<file path="src/hdl/spre_ram.sv">
// ----------------------------------------------------------------------------
// spre_ram
// Generic simple dual-port RAM: one write port, one read port, registered read.
// ----------------------------------------------------------------------------
module spre_ram #(
  parameter int WIDTH = 8,
  parameter int DEPTH = 256
) (
  input  logic                     clk,
  input  logic                     we,
  input  logic [$clog2(DEPTH)-1:0] waddr,
  input  logic [WIDTH-1:0]         wdata,
  input  logic [$clog2(DEPTH)-1:0] raddr,
  output logic [WIDTH-1:0]         rdata
);

  logic [WIDTH-1:0] mem [DEPTH];

  always_ff @(posedge clk) begin
    if (we) begin
      mem[waddr] <= wdata;
    end
    rdata <= mem[raddr];
  end

endmodule

</file>
<file path="config.mk">
export PLATFORM = sky130hd
export DESIGN_NAME = spre_ram
export DESIGN_NICKNAME = d
export VERILOG_FILES = /design/src/hdl/spre_ram.sv
export SDC_FILE = /design/constraint.sdc
export NUM_CORES = 2
export LEC_CHECK = 0
export ABC_AREA = 1
export BUFFER_PORTS_ARGS = -buffer_cell sky130_fd_sc_hd__buf_2
export CAP_MARGIN = 25
export CELL_PAD_IN_SITES_DETAIL_PLACEMENT = 1
export CELL_PAD_IN_SITES_GLOBAL_PLACEMENT = 2
export CORE_MARGIN = 1.5
export CORE_UTILIZATION = 40
export CTS_CLUSTER_SIZE = 28
export DETAILED_ROUTE_END_ITERATION = 12
export PLACE_DENSITY_LB_ADDON = 0.1
export SKIP_CTS_REPAIR_TIMING = 1
export SYNTH_ARGS = -nofsm -noshare
export SYNTH_HDL_FRONTEND = slang
export SYNTH_SLANG_ARGS = --single-unit
</file>
<file path="constraint.sdc">
create_clock -name clk -period 2.3 [get_ports clk]
set_clock_uncertainty 0.15 [all_clocks]
set_input_delay 0.115 -clock clk [delete_from_list [all_inputs] [get_ports clk]]
set_output_delay 0.115 -clock clk [all_outputs]
set_load 0.01 [all_outputs]
</file>
=== Word level (Yosys, flattened, before mapping) ===
Memory sizes are Yosys's and may differ from the RTL's. A register that Yosys moved wholly into a read port is not among the register bits.
Index checks and enable logic that the tools add are counted.

* Register bits after elaboration: 0
* Logic and storage cells: 3
* Memories kept: 1
* RAM bits: 2048
* Output and inout port bits: 8

{| class="wikitable"
|+ Memories
! memory !! depth !! width !! read ports !! clocked after memory_dff !! wr ports !! RTL line !! RTL
|-
| mem || 256 || 8 || 1 || 1 || 1 || 17 || <nowiki>logic [WIDTH-1:0] mem [DEPTH];</nowiki>
|}

* Mux-type cells: 2

{| class="wikitable"
|+ Operators by type and width
! cell !! number
|-
| two-way mux 1 bit || 2
|}

=== Depth between registers and ports, before layout ===
* Depth after elaboration: 2
* Gate-level depth with buffers: 15
* Mapped depth without buffers: 11

=== Worst setup path after synthesis ===
Ideal clock, no wire load.

* Path kind: input to register
* Start: in we
* End: mem mem[162][0], enable pin
* Cell stages on the path: 4
* Setup slack: 0.544 ns
* Setup time: 0.370 ns
* Buffers on the path: 2
* Data arrival time: 1.236 ns
* Cell sequence: clkbuf_1 nand3_1 clkbuf_1 nor2_1

* Word-level cells in the longest chain between the ends: 2

{| class="wikitable"
|+ Ends and longest elaborated chain
! item !! RTL line !! RTL
|-
| start: declaration || 10 || <nowiki>input logic we,</nowiki>
|-
| two-way mux 1 bit || 20 || <nowiki>if (we) begin</nowiki>
|-
| two-way mux 1 bit (not written as such) || 21 || <nowiki>mem[waddr] <= wdata;</nowiki>
|-
| end: declaration || 17 ||
|}

No other way between the ends.

==> results.toml <==
[timing]
tightestPinTransition_ns = 0.9665
max_freq_mhz = 445.6
hold_viol = 0
setup_viol = 0
worst_slack_ns = 0.05567
min_period_over_period = 0.9758
finalSetupTns_ns = 0
post-route-min-period_ns = 2.244
finalMaxSlewViolations = 0
rsz0062_at_grt = "false"
slew_headroom = 0.3549

[floorplan]
die_y_um = 459.6
coreArea_um2 = 207100
initial_core_util = 0.4027
row_count = 167
die_w_um = 459.6
dieArea_um2 = 211200
io_pins = 34

[routing]
routedWlPerCell_um = 26.52
vias = 56970
ant_nets = 0
post-route-drc-count = 0
vias_per_cell = 5.442
postRouteWirelength_um = 277600
drt-pass1-iter-count = 5
drt_iter0_markers = 4831

[yosys]
synth_top_area_share = 0.7374
yosys_warnings = 0
synth.avg_cell_area_um2 = 11.91
mappedNetlistNets = 7029
yosysTopAreaCell = "edfxtp_1"
seq_area_frac_synth = 0.7394
syn_area_um2 = 83400
syn_inst = 7003
ys_types = 14
yosys-top-cells-area = "edfxtp_1, nand3_1, nand2_1, buf_2, nor2_1"
yosys_register_bits = 2056

[power]
p_int_mw = 63.07
seqPwrFrac = 0.504
leakagePower_nw = 35.51
vdd_drop_max_mv = 0.8685
p_sw_mw = 19.00
clockPowerShare = 0.426
power_density_nw_per_um2 = 828.2
p_comb_frac = 0.070
p_sw_frac = 0.2315

[critical_path]
startpoint_type = "register"
reg2regPathDepth = 11
worst_r2r_endpoint = "rdata[7]"
required_ns = 2.91
crit_fanout = 1
rr_startpoint = "mem[137][7]"
arrival_ns = 2.85
worstSetupPathType = "register to register"
end_kind = "register"
worst-r2r-setup-slack_ns = 0.06

[place]
post-place-cells = 10050
place_congestion = 0.8228
hpwl_um = 175900
dp_slack_ns = -0.5624
port_buffers = 33

[min_path]
hold_end = "rdata[2]"
worstHoldStart = "raddr[4]"
hold_path_class = "input pin to register"
hold_depth = 7

[global_routing]
grt_max_degree = 70
grtUsageTotal = 0.2627
antenna_found_initial = 7
grt_overflow = 0
grt_pass1_vias = 58030
grt_pass1_wl_um = 406500

[cts]
cts_buffers = 221
cts_root_buf = "clkbuf_16"
path_clk_slew_ns = 0.06
cts_buffer_depth = 3
cts_tree = "yes"
ctsHtreeMaxLevel = 4
clk_latency_ns = 0.87
cts.sinks = 2056

[cells_and_area]
drive_above_1_share = 0.1390
final_cell_mix = "nand2_1, edfxtp_1, nand3_1"
area_growth_pct = 18.83
fin_util = 0.4786
stdcell_count = 10470
final_common_cell = "nand2_1"
n_fill_cell = 21400
fin_nets = 7524

[run]
timing.max_cap.violations = 0

[status]
status = "finished, final reports clean"
per-stage QoR:
stage | power (mW) | hold WS [ns] | area [um2]
2_1_floorplan | 44.68 | 0.06387 | 83400
3_3_place_gp | 47.85 | 0.3902 | 91970
3_5_place_dp | 47.92 | 0.3958 | 91970
4_1_cts | 82.76 | -0.5421 | 98950
5_1_grt | 84.41 | 0.02702 | 99100
6_report | 82.07 | 0.004511 | 99100
state kept, by name, indices dropped and copies added, names as in the netlist:
name / flops
rdata: 8
mem: 2048
cells by family (layout without fill, tap and decap cells):
kind of cell  Yosys count  in the layout  synth area share
other cells             0              1                 0
buf+inv               522           1198           0.03119
flops                2056           2056            0.7394
simple gates         4425           4425            0.2295
critical path: stages, from the launching register on:
cell,delay [ns]
edfxtp_1,0.36
nand2_1,0.08
nand3_1,0.08
nand3_1,0.17
nand3_1,0.18
nand3_1,0.20
nand3_1,0.33
nand3_1,0.20
buf_4,0.14
nand2_1,0.11
nand2_1,0.10
nand2_1,0.05
worst max-delay path by stage:
stage | start | end | cells after the start
2_1_floorplan | we | mem[162][0] | 4
3_3_place_gp | raddr[0] | rdata[7] | 14
3_5_place_dp | raddr[0] | rdata[7] | 14
4_1_cts | mem[137][5] | rdata[5] | 11
5_1_grt | mem[137][7] | rdata[7] | 11
6_report | mem[137][7] | rdata[7] | 11
metal layers:
layer | part of all wire | up-vias | wire length [um] | track usage
li1 | - | 25880 | - | -
met1 | 0.45 | 29530 | 123800 | 0.3675
met2 | 0.49 | 1211 | 135500 | 0.4371
met3 | 0.041 | 349 | 11370 | 0.02794
met4 | 0.025 | 0 | 6908 | 0.06842
met5 | 0 | - | 0 | 0
final cells by class:
cell class              count  area, um2  area share
well taps                2788       3488     0.03520
repair buffers            755       7604     0.07672
clock inverters           121       1051     0.01061
flip-flops and latches   2056      61660      0.6222
multi-input cells        4425      19180      0.1935
diodes                      1      2.502  0.00002525
inverters                  39      183.9    0.001856
clock buffers             283       5933     0.05987
synth_stat cells:
| cell | n |
|---|---|
| inv_4 | 1 |
| buf_4 | 46 |
| nor2_1 | 283 |
| nand3_1 | 2019 |
| inv_1 | 36 |
| clkbuf_1 | 112 |
| buf_2 | 268 |
| dfxtp_1 | 8 |
| buf_6 | 16 |
| nand2_1 | 2123 |
| edfxtp_1 | 2048 |
| inv_2 | 2 |
| buf_8 | 1 |
| buf_1 | 40 |
power by group through the flow:
stage	sequential [mW]	clock (mW)	combinational, mW
detailed placement	42.1	0	5.78
global placement	42.1	0	5.71
finish	41.3	35.0	5.74
floorplan	42.1	0	2.55
CTS	41.3	35.6	5.80
global route	41.3	36.9	6.20
Note: power is estimated with default switching activity, not from simulation.
